File: config.mk
export PLATFORM = sky130hd
export DESIGN_NAME = periodic_timer_bank
export DESIGN_NICKNAME = d
export VERILOG_FILES = /design/src/rtl/ptb_pkg.sv /design/src/rtl/ptb_cell.sv /design/src/rtl/ptb_head.sv /design/src/rtl/periodic_timer_bank.sv
export SDC_FILE = /design/constraint.sdc
export NUM_CORES = 1
export LEC_CHECK = 0
export ABC_AREA = 1
export BUFFER_PORTS_ARGS = -buffer_cell sky130_fd_sc_hd__buf_2
export CAP_MARGIN = 20
export CORE_MARGIN = 8
export CORE_UTILIZATION = 67
export DETAILED_ROUTE_END_ITERATION = 6
export PLACE_DENSITY = 0.87
export SETUP_SLACK_MARGIN = 0.5
export SLEW_MARGIN = 20
export SYNTH_ARGS = -nofsm -noshare
export SYNTH_HDL_FRONTEND = slang
export SYNTH_HIERARCHICAL = 1
export SYNTH_SLANG_ARGS = --single-unit
export TNS_END_PERCENT = 100
File: constraint.sdc
create_clock -name clk_i -period 10.7 [get_ports clk_i]
set_input_delay 2.675 -clock clk_i [delete_from_list [all_inputs] [get_ports clk_i]]
set_output_delay 2.675 -clock clk_i [all_outputs]
set_load 0.01 [all_outputs]
File: src/rtl/ptb_pkg.sv
// Shared types and constants for the periodic timer bank.
`timescale 1ns / 1ps
`default_nettype none
package ptb_pkg;

  localparam int SLOTS   = 16;
  localparam int IDX_W   = $clog2(SLOTS);
  localparam int CNT_W   = $clog2(SLOTS + 1);
  localparam int TIME_W  = 16;
  localparam int SLOT_W  = 4;
  localparam int STAT_W  = 2;

  localparam logic [STAT_W-1:0] ST_ADDED = 2'd0;
  localparam logic [STAT_W-1:0] ST_FULL  = 2'd1;
  localparam logic [STAT_W-1:0] ST_FIRED = 2'd2;

  localparam logic OP_ADD  = 1'b0;
  localparam logic OP_TICK = 1'b1;

  localparam logic [0:0] REG_TICK_STEP = 1'b0;
  localparam logic [TIME_W-1:0] TICK_STEP_RESET = 16'd10;

  typedef struct packed {
    logic [TIME_W-1:0] period;
    logic [TIME_W-1:0] remain;
  } ptb_entry_t;

  typedef struct packed {
    logic shift;
    logic load;
  } ptb_cell_ctrl_t;

endpackage
`default_nettype wire

File: src/rtl/ptb_cell.sv
// One timer slot of the ring: holds a period and a remaining time.
`timescale 1ns / 1ps
`default_nettype none
module ptb_cell (
  input  wire                       clk_i,
  input  ptb_pkg::ptb_cell_ctrl_t   ctrl_i,
  input  ptb_pkg::ptb_entry_t       shift_i,
  input  wire [ptb_pkg::TIME_W-1:0] period_i,
  output ptb_pkg::ptb_entry_t       entry_o
);
  import ptb_pkg::*;

  ptb_entry_t entry_q;
  ptb_entry_t entry_d;

  always_comb begin
    entry_d = entry_q;
    if (ctrl_i.load) begin
      entry_d.period = period_i;
      entry_d.remain = period_i;
    end else if (ctrl_i.shift) begin
      entry_d = shift_i;
    end
  end

  always_ff @(posedge clk_i) begin
    entry_q <= entry_d;
  end

  assign entry_o = entry_q;

endmodule
`default_nettype wire

File: src/rtl/ptb_head.sv
// Update unit at the head of the ring: saturating countdown, fire detect and reload.
`timescale 1ns / 1ps
`default_nettype none
module ptb_head (
  input  ptb_pkg::ptb_entry_t       entry_i,
  input  wire [ptb_pkg::TIME_W-1:0] tick_step_i,
  input  wire                       active_i,
  output ptb_pkg::ptb_entry_t       entry_o,
  output logic                      fire_o
);
  import ptb_pkg::*;

  logic [TIME_W-1:0] dec;

  always_comb begin
    dec     = (entry_i.remain > tick_step_i) ? (entry_i.remain - tick_step_i) : '0;
    fire_o  = active_i && (dec == '0);
    entry_o = entry_i;
    if (active_i) begin
      entry_o.remain = fire_o ? entry_i.period : dec;
    end
  end

endmodule
`default_nettype wire

File: src/rtl/periodic_timer_bank.sv
// Top level of the periodic timer bank: control, output register, config port and cell ring.
// An add beat gives its one result in the output register in the cycle after it is accepted.
// A tick beat is accepted in idle, rotates the ring past the head unit, one slot per cycle unless a
// fired result waits on a stalled output register, and closes out the last fired result in a flush state.
// Fired results leave in slot order; the next beat is accepted once the previous one is done.
// Reset clears the active count and sets tick_step to 10; slot contents are undefined until added.
`timescale 1ns / 1ps
`default_nettype none
module periodic_timer_bank (
  input  wire                          clk_i,
  input  wire                          rst_ni,
  input  wire                          in_valid_i,
  output logic                         in_stall_o,
  input  wire                          in_op_i,
  input  wire  [ptb_pkg::TIME_W-1:0]   in_period_i,
  output logic                         out_valid_o,
  input  wire                          out_stall_i,
  output logic [ptb_pkg::STAT_W-1:0]   out_status_o,
  output logic [ptb_pkg::SLOT_W-1:0]   out_slot_o,
  output logic                         out_last_o,
  input  wire                          psel,
  input  wire                          penable,
  input  wire                          pwrite,
  input  wire  [2:0]                   paddr,
  input  wire  [31:0]                  pwdata,
  output logic [31:0]                  prdata,
  output logic                         pready
);
  import ptb_pkg::*;

  typedef enum logic [1:0] {
    S_IDLE,
    S_WALK,
    S_FLUSH
  } state_e;

  state_e              state_q, state_d;
  logic [IDX_W-1:0]    walk_q, walk_d;
  logic [CNT_W-1:0]    count_q, count_d;
  logic                pend_valid_q, pend_valid_d;
  logic [SLOT_W-1:0]   pend_slot_q, pend_slot_d;
  logic                out_valid_q, out_valid_d;
  logic [STAT_W-1:0]   out_status_q, out_status_d;
  logic [SLOT_W-1:0]   out_slot_q, out_slot_d;
  logic                out_last_q, out_last_d;
  logic [TIME_W-1:0]   tick_step_q, tick_step_d;

  logic                out_free;
  logic                accept;
  logic                out_load;
  logic                shift;
  logic                add_load;
  logic                need_emit;
  logic                head_active;
  logic                fire;
  logic                cfg_we;

  ptb_entry_t          entry   [SLOTS];
  ptb_entry_t          shin    [SLOTS];
  ptb_entry_t          head_out;

  assign head_active = (CNT_W'(walk_q) < count_q) && (state_q == S_WALK);

  ptb_head u_head (
    .entry_i     (entry[0]),
    .tick_step_i (tick_step_q),
    .active_i    (head_active),
    .entry_o     (head_out),
    .fire_o      (fire)
  );

  for (genvar k = 0; k < SLOTS; k++) begin : g_cell
    ptb_cell_ctrl_t ctrl;
    if (k == SLOTS - 1) begin : g_tail
      assign shin[k] = head_out;
    end else begin : g_mid
      assign shin[k] = entry[k+1];
    end
    assign ctrl.shift = shift;
    assign ctrl.load  = add_load && (count_q[IDX_W-1:0] == IDX_W'(k));
    ptb_cell u_cell (
      .clk_i    (clk_i),
      .ctrl_i   (ctrl),
      .shift_i  (shin[k]),
      .period_i (in_period_i),
      .entry_o  (entry[k])
    );
  end

  assign cfg_we = psel && penable && pwrite && pready && (paddr[2:2] == REG_TICK_STEP);
  assign pready = 1'b1;
  assign prdata = (paddr[2:2] == REG_TICK_STEP) ? {16'd0, tick_step_q} : 32'd0;

  assign out_free   = !out_valid_q || !out_stall_i;
  assign in_stall_o = (state_q != S_IDLE) || !out_free;
  assign accept     = in_valid_i && !in_stall_o;
  assign need_emit  = fire && pend_valid_q;

  always_comb begin
    state_d      = state_q;
    walk_d       = walk_q;
    count_d      = count_q;
    pend_valid_d = pend_valid_q;
    pend_slot_d  = pend_slot_q;
    out_valid_d  = out_valid_q && out_stall_i;
    out_status_d = out_status_q;
    out_slot_d   = out_slot_q;
    out_last_d   = out_last_q;
    tick_step_d  = cfg_we ? pwdata[TIME_W-1:0] : tick_step_q;
    out_load     = 1'b0;
    shift        = 1'b0;
    add_load     = 1'b0;
    case (state_q)
      S_IDLE: begin
        if (accept) begin
          if (in_op_i == OP_ADD) begin
            out_load   = 1'b1;
            out_last_d = 1'b1;
            if (count_q >= CNT_W'(SLOTS)) begin
              out_status_d = ST_FULL;
              out_slot_d   = '0;
            end else begin
              out_status_d = ST_ADDED;
              out_slot_d   = SLOT_W'(count_q);
              add_load     = 1'b1;
              count_d      = count_q + 1'b1;
            end
          end else begin
            state_d      = S_WALK;
            walk_d       = '0;
            pend_valid_d = 1'b0;
          end
        end
      end
      S_WALK: begin
        if (!need_emit || out_free) begin
          shift = 1'b1;
          if (need_emit) begin
            out_load     = 1'b1;
            out_status_d = ST_FIRED;
            out_slot_d   = pend_slot_q;
            out_last_d   = 1'b0;
          end
          if (fire) begin
            pend_valid_d = 1'b1;
            pend_slot_d  = SLOT_W'(walk_q);
          end
          if (walk_q == IDX_W'(SLOTS - 1)) begin
            state_d = S_FLUSH;
          end else begin
            walk_d = walk_q + 1'b1;
          end
        end
      end
      S_FLUSH: begin
        if (!pend_valid_q) begin
          state_d = S_IDLE;
        end else if (out_free) begin
          out_load     = 1'b1;
          out_status_d = ST_FIRED;
          out_slot_d   = pend_slot_q;
          out_last_d   = 1'b1;
          pend_valid_d = 1'b0;
          state_d      = S_IDLE;
        end
      end
      default: begin
        state_d = S_IDLE;
      end
    endcase
    if (out_load) begin
      out_valid_d = 1'b1;
    end
  end

  always_ff @(posedge clk_i or negedge rst_ni) begin
    if (!rst_ni) begin
      state_q      <= S_IDLE;
      walk_q       <= '0;
      count_q      <= '0;
      pend_valid_q <= 1'b0;
      pend_slot_q  <= '0;
      out_valid_q  <= 1'b0;
      out_status_q <= '0;
      out_slot_q   <= '0;
      out_last_q   <= 1'b0;
      tick_step_q  <= TICK_STEP_RESET;
    end else begin
      state_q      <= state_d;
      walk_q       <= walk_d;
      count_q      <= count_d;
      pend_valid_q <= pend_valid_d;
      pend_slot_q  <= pend_slot_d;
      out_valid_q  <= out_valid_d;
      out_status_q <= out_status_d;
      out_slot_q   <= out_slot_d;
      out_last_q   <= out_last_d;
      tick_step_q  <= tick_step_d;
    end
  end

  assign out_valid_o  = out_valid_q;
  assign out_status_o = out_status_q;
  assign out_slot_o   = out_slot_q;
  assign out_last_o   = out_last_q;

`ifndef NO_ASSERTIONS
  a_count_range: assert property (@(posedge clk_i) disable iff (!rst_ni)
    count_q <= CNT_W'(SLOTS))
    else $error("active count above slot count");

  a_no_overwrite: assert property (@(posedge clk_i) disable iff (!rst_ni)
    out_load |-> out_free)
    else $error("output register overwritten while a beat is stalled");

  a_idle_no_pending: assert property (@(posedge clk_i) disable iff (!rst_ni)
    (state_q == S_IDLE) |-> !pend_valid_q)
    else $error("pending fired result left behind after a tick");

  a_walk_count_stable: assert property (@(posedge clk_i) disable iff (!rst_ni)
    (state_q == S_WALK) |=> (count_q == $past(count_q)))
    else $error("active count changed during a tick walk");
`endif

endmodule
`default_nettype wire

==> results of run 1 <==
## sequential cells by signal, summed over array words and instances (netlist names)
| name | cells |
|---|---|
| g_cell.u_cell/entry_o | 512 |
| out_slot_o | 4 |
| tick_step_q | 16 |
| state_q | 2 |
| count_q | 5 |
| out_status_o | 2 |
| pend_slot_q | 4 |
| out_last_o | 1 |
| walk_q | 4 |
| pend_valid_q | 1 |
| out_valid_o | 1 |
## placed cells by master (no fill, tap or decap), drive strengths merged
cell type / count
a21boi: 1
a21oi: 27
a22o: 3
and2: 3
buf: 83
bufinv: 1
clkbuf: 69
clkinv: 20
clkinvlp: 2
conb: 17
dfrtp: 38
dfstp: 2
edfxtp: 512
fa: 1
ha: 29
inv: 143
nand2: 1524
nand3: 72
nand3b: 1
nand4: 9
nor2: 94
nor3: 3
o211ai: 3
o21ai: 12
or2: 16
xnor2: 2
xor2: 6
## final cells by class
class,instances,area share [%]
clock buffer,69,5.09
clock inverter,23,0.525
inverter,143,2.23
multi-input combinational,1823,28.9
sequential,552,59.2
tap,518,2.34
timing repair buffer,83,1.68
## metrics by stage
| step | std cells | power, W | hold slack (ps) | setup slack, ps |
|---|---|---|---|---|
| 6_report | 3211 | 0.00675 | 474 | 4810 |
| 5_1_grt | 3211 | 0.00706 | 488 | 4760 |
| 4_1_cts | 3210 | 0.00674 | 477 | 4820 |
| 3_5_place_dp | 3118 | 0.00502 | 457 | 4820 |
| 3_3_place_gp | 3118 | 0.00494 | 449 | 4870 |
| 2_1_floorplan | 2644 | 0.00451 | 443 | 4810 |
## metal layers
layer | GRT usage [%] | share of wire (%) | up-vias | wire length (um)
li1 | - | - | 8442 | -
met1 | 32.8 | 37 | 8593 | 22600
met2 | 43.2 | 48 | 985 | 29400
met3 | 5.40 | 10 | 174 | 6230
met4 | 11.2 | 4.3 | 0 | 2620
met5 | 0 | 0 | - | 0
## worst paths after layout
| path | endpoint | from | depth (start not counted) | slack (ps) |
|---|---|---|---|---|
| setup / recovery | prdata[0] | paddr[2] | 3 | 4810 |
| hold / removal | out_last_o | out_last_o | 2 | 470 |
| setup reg to reg | g_cell[12].u_cell/entry_o[11] | tick_step_q[0] | 18 | 5830 |
| hold reg to reg | out_last_o | out_last_o | 2 | 470 |
| max in group asynchronous | tick_step_q[8] | rst_ni | 1 | 7860 |
| min in group asynchronous | walk_q[1] | rst_ni | 1 | 2220 |
## critical path, delay by kind of cell
kind	cells	cell delay, ps
AND/OR/NAND/NOR	1	100
buffers and inverters	2	440
## power breakdown
group / total, W / internal (W) / switching [W]
clock network: 0.00171 / 0.000945 / 0.000766
registers: 0.00333 / 0.00313 / 0.000204
logic: 0.00170 / 0.000460 / 0.00124
total: 0.00675 / 0.00453 / 0.00221
## cell families after synthesis
family          Yosys count  synth area share [%]
xor+xnor                  8                 0.266
buf+inv                 269                  7.56
fa+ha+maj                30                  1.46
simple gates           1722                  27.4
compound gates           46                  1.03
flops                   552                  62.3
other cells               2                0.0286
==> run metrics, run 1 <==
highest fanout seen on the critical path 17; Leak Pwr around 12 nW; Nets between 2000 and 3000; Synth cell types 39; Critical Path RT 8030 ps; final critical path time including I/O delays and setup between 5000 and 6000 ps; Final GP Congestion approximately 0.94; fraction of synthesized cell area taken by the top area cell type 58.5%; CP cell instances buf_2, nor2_1, buf_2; wire length of the first global-routing pass around 95 mm; clock tree from TritonCTS done; Max Clk Rate about 0.17 GHz; remaining number of nets flagged by the antenna check after routing 0; total via count in the routed design 18200; Critical Setup Path Class primary input to primary output; kind of end point of the critical path primary output; leading cell types by count after synthesis 1353 x sky130_fd_sc_hd__nand2_1, 512 x sky130_fd_sc_hd__edfxtp_1, 171 x sky130_fd_sc_hd__nand2_2; most used cell along the critical path sky130_fd_sc_hd__buf_2; DP Area approximately 26000 um2; placed wire-length estimate after detailed placement around 40 mm; clock skew after layout slightly below 30 ps; slew of the pin with the lowest slew margin about 950 ps; number of antenna violations at the first check in global routing 0; x dimension of the die ~210 um; diode count 0; CTS Hold Buffers Added 0; residual overflow from global routing 0; HP Class flip-flop to flip-flop; final number of max-transition violations 0; count of maximum capacitance violations 0; Core Box Area slightly below 40000 um2; total clock sinks 552; PD cells 244 nW/um2; final standard cell utilization of the core approximately 71%; detailed-route wire length per cell roughly 19 um; post-synthesis instance area around 26000 um2; Worst-path clk slew around 60 ps; main area contributors after synthesis sky130_fd_sc_hd__edfxtp_1 58%, sky130_fd_sc_hd__nand2_1 19%, sky130_fd_sc_hd__nand2_2 4.1%; Detailed Routing Iterations Pass 1 5; post-synthesis cell type with the largest combined area sky130_fd_sc_hd__edfxtp_1; Critical Path Max Stage Delay about 280 ps; Clock Path Buffers 3; number of H-tree levels 2; clock tree root driver cell sky130_fd_sc_hd__clkbuf_16; Slowest-stage cell, CP sky130_fd_sc_hd__buf_2; DRC marker count from the first detailed-route iteration around 2300; ys flop type sky130_fd_sc_hd__edfxtp_1; relative slew slack 36.6%; CP startpoint kind primary input; final non-filler cell area 27600 um2; top-count cell post-synth sky130_fd_sc_hd__nand2_1; area taken by multi-input logic gates around 8000 um2; maximum resistive drop on vdd around 0.19 mV; FFs w/ async S/R, synth 7.25%; # IOs a little over 100; final total negative setup slack 0 ps; largest net degree at the start of global routing roughly 40; cell row count between 70 and 80; Syn Area/Cell 10.0 um2; fraction of final layout cells with drive strength greater than 1 between 10% and 20%; PostCTS Resize Cnt 0; number of post-CTS setup repair buffers 0; Warnings, synthesis 6; fill cell total of the finished layout 2527; unrepaired setup endpoints after global routing no; starting utilization of the core area about two thirds; Buffers on Ports between 60 and 70; final-report hold violation count 0; outcome finished, final reports clean; number of buffers created by CTS 53; Setup violations, final 0; number of synthesized flops with an enable pin just over 500; gr usage total 25.9%; Seq cells post-synth ~550; post-synthesis cell count between 2000 and 3000; Die Area 45800 um2; vias per cell about 5.7; arrival time at the worst endpoint ~3200 ps; worst skew pair latency approximately 600 ps; share of the yosys chip area belonging to registers roughly 62%; DRC 0; final routed wirelength across all metal layers roughly 61 mm; chip height roughly 210 um; number of global-route vias before repair about 18000; synth-to-layout area growth 5.13%; area used by sequential logic in the layout 16400 um2; crit share post-route 55.1%
No activity file was read; power rests on OpenSTA's default activity.
==> inputs of run 2 (changes only) <==
Settings changed: CORE_UTILIZATION 67 to 62, PLACE_DENSITY 0.87 to 0.82.
Clock period 10.7 ns to 6.1 ns, I/O delays scaled along.
==> run metrics, run 2 (synthesis results as in run 1) <==
final total negative setup slack 0 ps (unchanged); Crit Reg-Reg Startpoint g_cell[0].u_cell/entry_o[0] (was tick_step_q[0]); final routed wirelength across all metal layers 60.3 mm (was 60.8 mm); number of global-route vias before repair 17600 (was 17900); Min-Delay Path Depth 2 (unchanged); final standard cell utilization of the core 66.4% (was 71.4%); worst reg-to-reg setup slack 1240 ps (was 5830 ps); starting utilization of the core area 62.7% (was 67.9%); Critical Path Max Stage Delay 750 ps (was 280 ps); cell depth of the worst flop-to-flop path 19 (was 18); crit share post-route between 70% and 80%; CP top delay family simple AND/OR/NAND/NOR gates (was buffers and inverters); CP startpoint kind flip-flop (was primary input); chip height 222 um (was 214 um); most used cell along the critical path sky130_fd_sc_hd__nand2_1 (was sky130_fd_sc_hd__buf_2); cell row count 75 (was 72); Critical Setup Path Class flip-flop to flip-flop (was primary input to primary output); highest fanout seen on the critical path 32 (was 17); fraction of final layout cells with drive strength greater than 1 14.4% (was 14.1%); DRC 0 (unchanged); arrival time at the worst endpoint 5070 ps (was 3220 ps); Detailed Routing Iterations Pass 1 6 (was 5); worst skew pair latency 640 ps (was 600 ps); placed wire-length estimate after detailed placement 39.9 mm (was 39.8 mm); number of H-tree levels 2 (unchanged); Worst-path clk slew 60 ps (about the same); final-report hold violation count 0 (unchanged); met3 layer usage reported by global route 3.80% (was 5.40%); clock tree from TritonCTS done (unchanged); x dimension of the die 222 um (was 214 um); Buffers on Ports 65 (unchanged); slew of the pin with the lowest slew margin 958 ps (was 952 ps); outcome finished, final reports clean (unchanged); kind of end point of the critical path flip-flop (was primary output); Critical Path RT 6310 ps (was 8030 ps); Bufs and invs on worst path 3 (was 2); max FFs per register 512 (unchanged); CTS Hold Buffers Added 0 (unchanged); count of maximum capacitance violations 0 (unchanged); unrepaired setup endpoints after global routing no (unchanged); final critical path time including I/O delays and setup 4860 ps; most frequent standard cell in the layout excluding fill and tap cells sky130_fd_sc_hd__nand2_1 (unchanged); detailed-route wire length per cell 18.6 um (was 18.9 um); vias per cell 5.55 (was 5.67); residual overflow from global routing 0 (unchanged); wire length of the first global-routing pass 93.9 mm (was 94.6 mm); PD cells 435 nW/um2 (was 244 nW/um2); final number of max-transition violations 0 (unchanged); gr usage total 24.1% (was 25.9%); Worst Setup Slack post-DPL 1310 ps (was 4820 ps); maximum resistive drop on vdd 0.318 mV (was 0.192 mV); Leak Pwr 12.3 nW (was 12.2 nW); Clock Path Buffers 3 (unchanged); most utilized layer in the global route result met2 (unchanged); relative slew slack 36.2% (was 36.6%); clock skew after layout 63.7 ps (was 29.0 ps); worst flop-to-flop path endpoint g_cell[0].u_cell/entry_o[0] (was g_cell[12].u_cell/entry_o[11]); Setup violations, final 0 (unchanged); met1 Use GR 31.8% (was 32.8%); CP cell instances inv_1, ha_1, fa_1, inv_1, nand2_1, nand2_1, nand3_1, nand2_1, nand2_2, a21oi_4, o21ai_0, nand2_1, nor2_4, nand3_4, inv_1, nand2_2, nor2_4, nor2_2, or2_2 (was buf_2, nor2_1, buf_2); fill cell total of the finished layout 3037 (was 2527); synth-to-layout area growth 5.97% (was 5.13%); met2 Usage GRT 40.2% (was 43.2%); clock tree root driver cell sky130_fd_sc_hd__clkbuf_16 (unchanged); Final GP Congestion 0.898 (was 0.942); diode count 0 (unchanged); HP Class flip-flop to flip-flop (unchanged); total via count in the routed design 18000 (was 18200); Nets 2746 (was 2745); Slowest-stage cell, CP sky130_fd_sc_hd__or2_2 (was sky130_fd_sc_hd__buf_2); post-layout worst setup margin 1240 ps (was 4810 ps); remaining number of nets flagged by the antenna check after routing 0 (unchanged); number of post-CTS setup repair buffers 0 (unchanged); Core Box Area 41900 um2 (was 38700 um2); number of antenna violations at the first check in global routing 0 (unchanged); hold endpoint out_slot_o[0] (was out_last_o); Final Total Pwr 0.0121 W (was 0.00675 W); Max Clk Rate just over 0.2 GHz; hold_sp out_slot_o[0] (was out_last_o); top library cells by usage in the layout, fill and taps aside 1353 x sky130_fd_sc_hd__nand2_1, 512 x sky130_fd_sc_hd__edfxtp_1, 171 x sky130_fd_sc_hd__nand2_2, 124 x sky130_fd_sc_hd__inv_1, 81 x sky130_fd_sc_hd__nor2_1 (unchanged); PostCTS Resize Cnt 0 (unchanged); DRC marker count from the first detailed-route iteration 1987 (was 2312); number of buffers created by CTS 54 (was 53); largest net degree at the start of global routing 41 (unchanged); Die Area 49300 um2 (was 45800 um2); # IOs 101 (unchanged); total clock sinks 552 (unchanged)
[run 2: power by group]
group | total, W | leakage, nW | switching, W | internal (W)
Clock | 0.00328 | 0.852 | 0.00143 | 0.00186
Sequential | 0.00584 | 4.50 | 0.000348 | 0.00549
Combinational | 0.00299 | 6.95 | 0.00219 | 0.000807
Total | 0.0121 | 12.3 | 0.00396 | 0.00815
[run 2: how the worst max path moves through the flow]
stage                                     start                             to  slack (ps)  cells after the start
global placement    g_cell[0].u_cell/entry_o[0]   g_cell[13].u_cell/entry_o[3]        1410                     19
CTS                 g_cell[0].u_cell/entry_o[0]    g_cell[3].u_cell/entry_o[5]        1330                     19
global route        g_cell[0].u_cell/entry_o[0]   g_cell[3].u_cell/entry_o[21]         990                     19
floorplan           g_cell[0].u_cell/entry_o[0]    g_cell[0].u_cell/entry_o[0]        2500                     21
finish              g_cell[0].u_cell/entry_o[0]    g_cell[0].u_cell/entry_o[0]        1240                     19
detailed placement  g_cell[0].u_cell/entry_o[0]  g_cell[12].u_cell/entry_o[21]        1310                     19
[run 2: per-stage QoR]
stage	std cells	hold slack [ps]	area [um2]
2_1_floorplan	2644	443	26400
3_3_place_gp	3139	451	26100
3_5_place_dp	3139	459	26100
4_1_cts	3236	473	27800
5_1_grt	3237	492	27900
6_report	3237	472	27900
[run 2: metal layers]
metal	routed length, um	up-vias	share of wire [%]
met4	2020	0	3.4
met5	0	-	0
met3	5520	130	9.2
met1	23700	8585	39
met2	29000	820	48
li1	-	8445	-
[run 2: worst min-delay path: stages (launching register included)]
cell                      delay (ps)
sky130_fd_sc_hd__dfrtp_1         340
sky130_fd_sc_hd__nand2_1          50
sky130_fd_sc_hd__nand2_1          40
[run 2: cell type report]
| type | count | area (um2) | share of cell area, % |
|---|---|---|---|
| Inverter | 143 | 617 | 2.21 |
| Multi-Input combinational cell | 1823 | 7980 | 28.7 |
| Clock buffer | 67 | 1400 | 5.02 |
| Tap cell | 539 | 674 | 2.42 |
| Clock inverter | 30 | 343 | 1.23 |
| Timing Repair Buffer | 83 | 468 | 1.68 |
| Sequential cell | 552 | 16400 | 58.8 |
==> inputs of run 3 (changes only) <==
Settings changed: ABC_AREA 1 to 0, CORE_UTILIZATION 62 to 63, PLACE_DENSITY 0.82 to 0.83.
Clock period 6.1 ns to 4.9 ns, I/O delays scaled along.
==> run metrics, run 3 <==
count of maximum capacitance violations 0 (unchanged); CP startpoint kind flip-flop (unchanged); maximum resistive drop on vdd 0.408 mV (was 0.318 mV); Leak Pwr 11.5 nW (was 12.3 nW); synth-to-layout area growth 7.51% (was 5.97%); chip height 228 um (was 222 um); Final Total Pwr 0.0220 W (was 0.0121 W); leading cell types by count after synthesis 512 x sky130_fd_sc_hd__edfxtp_1, 464 x sky130_fd_sc_hd__mux2_4, 72 x sky130_fd_sc_hd__mux2_2 (was 1353 x sky130_fd_sc_hd__nand2_1, 512 x sky130_fd_sc_hd__edfxtp_1, 171 x sky130_fd_sc_hd__nand2_2); kind of end point of the critical path flip-flop (unchanged); wire length of the first global-routing pass 89.3 mm (was 93.9 mm); # IOs 101 (unchanged); Nets 1746 (was 2746); Net Sw Frac 30.6% (was 32.7%); total net switching power 0.00674 W (was 0.00396 W); Slowest-stage cell, CP sky130_fd_sc_hd__fa_1 (was sky130_fd_sc_hd__or2_2); unrepaired setup endpoints after global routing no (unchanged); Detailed Routing Iterations Pass 1 5 (was 6); final cell count without fillers 2292 (was 3237); Syn Area/Cell 17.7 um2 (was 10.0 um2); worst skew pair latency 610 ps (was 640 ps); combinational share of power 36.0% (was 24.7%); total via count in the routed design 14000 (was 18000); DRC 0 (unchanged); CTS Hold Buffers Added 0 (unchanged); top library cells by usage in the layout, fill and taps aside 512 x sky130_fd_sc_hd__edfxtp_1, 464 x sky130_fd_sc_hd__mux2_4, 72 x sky130_fd_sc_hd__mux2_2, 65 x sky130_fd_sc_hd__buf_2, 55 x sky130_fd_sc_hd__clkbuf_16 (was 1353 x sky130_fd_sc_hd__nand2_1, 512 x sky130_fd_sc_hd__edfxtp_1, 171 x sky130_fd_sc_hd__nand2_2, 124 x sky130_fd_sc_hd__inv_1, 81 x sky130_fd_sc_hd__nor2_1); final total negative setup slack 0 ps (unchanged); final-report hold violation count 0 (unchanged); number of global-route vias before repair 14600 (was 17600); slew of the pin with the lowest slew margin 956 ps (was 958 ps); gr usage total 22.0% (was 24.1%); Max Clk Rate 0.241 GHz (was 0.206 GHz); Core Box Area 44200 um2 (was 41900 um2); HP Class flip-flop to flip-flop (unchanged); internal power 0.0153 W (was 0.00815 W); fill cell total of the finished layout 2654 (was 3037); residual overflow from global routing 0 (unchanged); number of H-tree levels 2 (unchanged); outcome finished, final reports clean (unchanged); Worst-path clk slew 60 ps (about the same); PD cells 725 nW/um2 (was 435 nW/um2); clock tree root driver cell sky130_fd_sc_hd__clkbuf_16 (unchanged); main area contributors after synthesis sky130_fd_sc_hd__edfxtp_1 54%, sky130_fd_sc_hd__mux2_4 25%, sky130_fd_sc_hd__buf_12 3.4% (was sky130_fd_sc_hd__edfxtp_1 58%, sky130_fd_sc_hd__nand2_1 19%, sky130_fd_sc_hd__nand2_2 4.1%); top-count cell post-synth sky130_fd_sc_hd__edfxtp_1 (was sky130_fd_sc_hd__nand2_1); crit share post-route 84.8% (was 79.6%); final critical path time including I/O delays and setup 4160 ps (was 4860 ps); final number of max-transition violations 0 (unchanged); Buffers on Ports 65 (unchanged); total clock sinks 552 (unchanged); number of antenna violations at the first check in global routing 1 (was 0); FFs w/ async S/R, synth 7.25% (unchanged); clock skew after layout 25.9 ps (was 63.7 ps); DP Area 28600 um2 (was 26100 um2); x dimension of the die 228 um (was 222 um); Warnings, synthesis 6 (unchanged); number of synthesized flops with an enable pin 512 (unchanged); clock tree from TritonCTS done (unchanged); fraction of synthesized cell area taken by the top area cell type 54.4% (was 58.5%); Synth cell types 84 (was 39); sequential fraction of design power 45.3% (was 48.2%); post-synthesis cell type with the largest combined area sky130_fd_sc_hd__edfxtp_1 (unchanged); part of the power in the clock network 18.7% (was 27.1%); detailed-route wire length per cell 25.2 um (was 18.6 um); Clock Path Buffers 3 (unchanged); starting utilization of the core area 63.9% (was 62.7%); final non-filler cell area 30400 um2 (was 27900 um2); ys flop type sky130_fd_sc_hd__edfxtp_1 (unchanged); relative slew slack 36.3% (was 36.2%); cell row count 77 (was 75); Cells after DPL 2191 (was 3139); Critical Path RT 5240 ps (was 6310 ps); CP cell instances inv_1, ha_1, fa_1, nor2b_1, o2111ai_1, a311oi_2, o221ai_1, xor2_2, nand4_4, o21ai_4, and4_2, nor2_1, buf_4, or2_1, buf_12 (was inv_1, ha_1, fa_1, inv_1, nand2_1, nand2_1, nand3_1, nand2_1, nand2_2, a21oi_4, o21ai_0, nand2_1, nor2_4, nand3_4, inv_1, nand2_2, nor2_4, nor2_2, or2_2); remaining number of nets flagged by the antenna check after routing 0 (unchanged); arrival time at the worst endpoint 4500 ps (was 5070 ps); Final GP Congestion 0.933 (was 0.898); Critical Path Max Stage Delay 400 ps (was 750 ps); fraction of final layout cells with drive strength greater than 1 45.4% (was 14.4%); Setup violations, final 0 (unchanged); max FFs per register 512 (unchanged); most frequent standard cell in the layout excluding fill and tap cells sky130_fd_sc_hd__edfxtp_1 (was sky130_fd_sc_hd__nand2_1); Critical Setup Path Class flip-flop to flip-flop (unchanged); Die Area 51900 um2 (was 49300 um2); largest net degree at the start of global routing 41 (unchanged); placed wire-length estimate after detailed placement 36.4 mm (was 39.9 mm); final standard cell utilization of the core 68.7% (was 66.4%); vias per cell 6.11 (was 5.55); DRC marker count from the first detailed-route iteration 1330 (was 1987); number of buffers created by CTS 54 (unchanged); Bufs and invs on worst path 3 (unchanged); highest fanout seen on the critical path 29 (was 32); share of the yosys chip area belonging to registers 57.9% (was 62.3%); post-synthesis instance area 28300 um2 (was 26300 um2); final routed wirelength across all metal layers 57.7 mm (was 60.3 mm); post-synthesis cell count 1593 (was 2629); Seq cells post-synth 552 (unchanged); CP top delay family simple AND/OR/NAND/NOR gates (unchanged)
## run 3: changes by cell type after synthesis, moves of 14 or more
cell                      delta
sky130_fd_sc_hd__nand3_1    -58
sky130_fd_sc_hd__o21ai_0    +16
sky130_fd_sc_hd__inv_6      -16
sky130_fd_sc_hd__buf_6      -46
sky130_fd_sc_hd__or2_2      -14
sky130_fd_sc_hd__nand2_1  -1315
sky130_fd_sc_hd__inv_1      -92
sky130_fd_sc_hd__mux2_4    +464
sky130_fd_sc_hd__nand2_2   -170
sky130_fd_sc_hd__nor2b_1    +18
sky130_fd_sc_hd__nor2_1     -39
sky130_fd_sc_hd__or2_1      +16
sky130_fd_sc_hd__buf_12     +32
sky130_fd_sc_hd__mux2_2     +72
## run 3: cell type report
type	instances	area (um2)	share of cell area, %
inverter	32	120	0.395
antenna	1	2.50	0.00823
timing repair buffer	112	991	3.26
clock inverter	28	312	1.02
clock buffer	70	1430	4.71
sequential	552	16400	53.9
tap	592	741	2.44
multi-input combinational	905	10400	34.3
## run 3: worst paths after layout
check / slack, ps / cells past startpoint / to / from
max: 740 / 15 / g_cell[3].u_cell/entry_o[6] / g_cell[0].u_cell/entry_o[0]
min: 480 / 1 / out_slot_o[1] / out_slot_o[1]
max reg2reg: 740 / 15 / g_cell[3].u_cell/entry_o[6] / g_cell[0].u_cell/entry_o[0]
min reg2reg: 480 / 1 / out_slot_o[1] / out_slot_o[1]
max in group asynchronous: 3530 / 1 / tick_step_q[12] / rst_ni
min in group asynchronous: 760 / 1 / out_slot_o[2] / rst_ni
## run 3: stage by stage
stage	hold WS [ps]	setup WS [ps]
floorplan	481	542
global placement	463	274
detailed placement	473	162
CTS	488	512
global route	517	532
finish	481	743
## run 3: logic make-up after synthesis
family | synth area share (%)
compound gates | 3.34
buf+inv | 5.90
flops | 57.9
xor+xnor | 0.465
other cells | 0.0266
simple gates | 3.28
fa+ha+maj | 1.35
mux | 27.7
## run 3: power by group through the flow
stage	logic [W]	clock network, W	registers [W]
floorplan	0.00599	0	0.00942
global placement	0.00739	0	0.00990
detailed placement	0.00766	0	0.00999
CTS	0.00783	0.00419	0.00999
global route	0.00842	0.00437	0.0102
finish	0.00794	0.00412	0.00999
## run 3: repair_timing
item,CTS,global route
endpoints found under the setup margin,521,519
gates resized for setup,5,2
setup buffers,0,2
pin swaps,0,1
## run 3: metal layers
| metal | GRT usage, % | share of wire (%) | vias to the layer above |
|---|---|---|---|
| met5 | 0 | 0 | - |
| met4 | 7.45 | 3.3 | 0 |
| met3 | 5.70 | 7.8 | 117 |
| met2 | 36.0 | 49 | 520 |
| met1 | 28.4 | 40 | 7186 |
| li1 | - | - | 6180 |
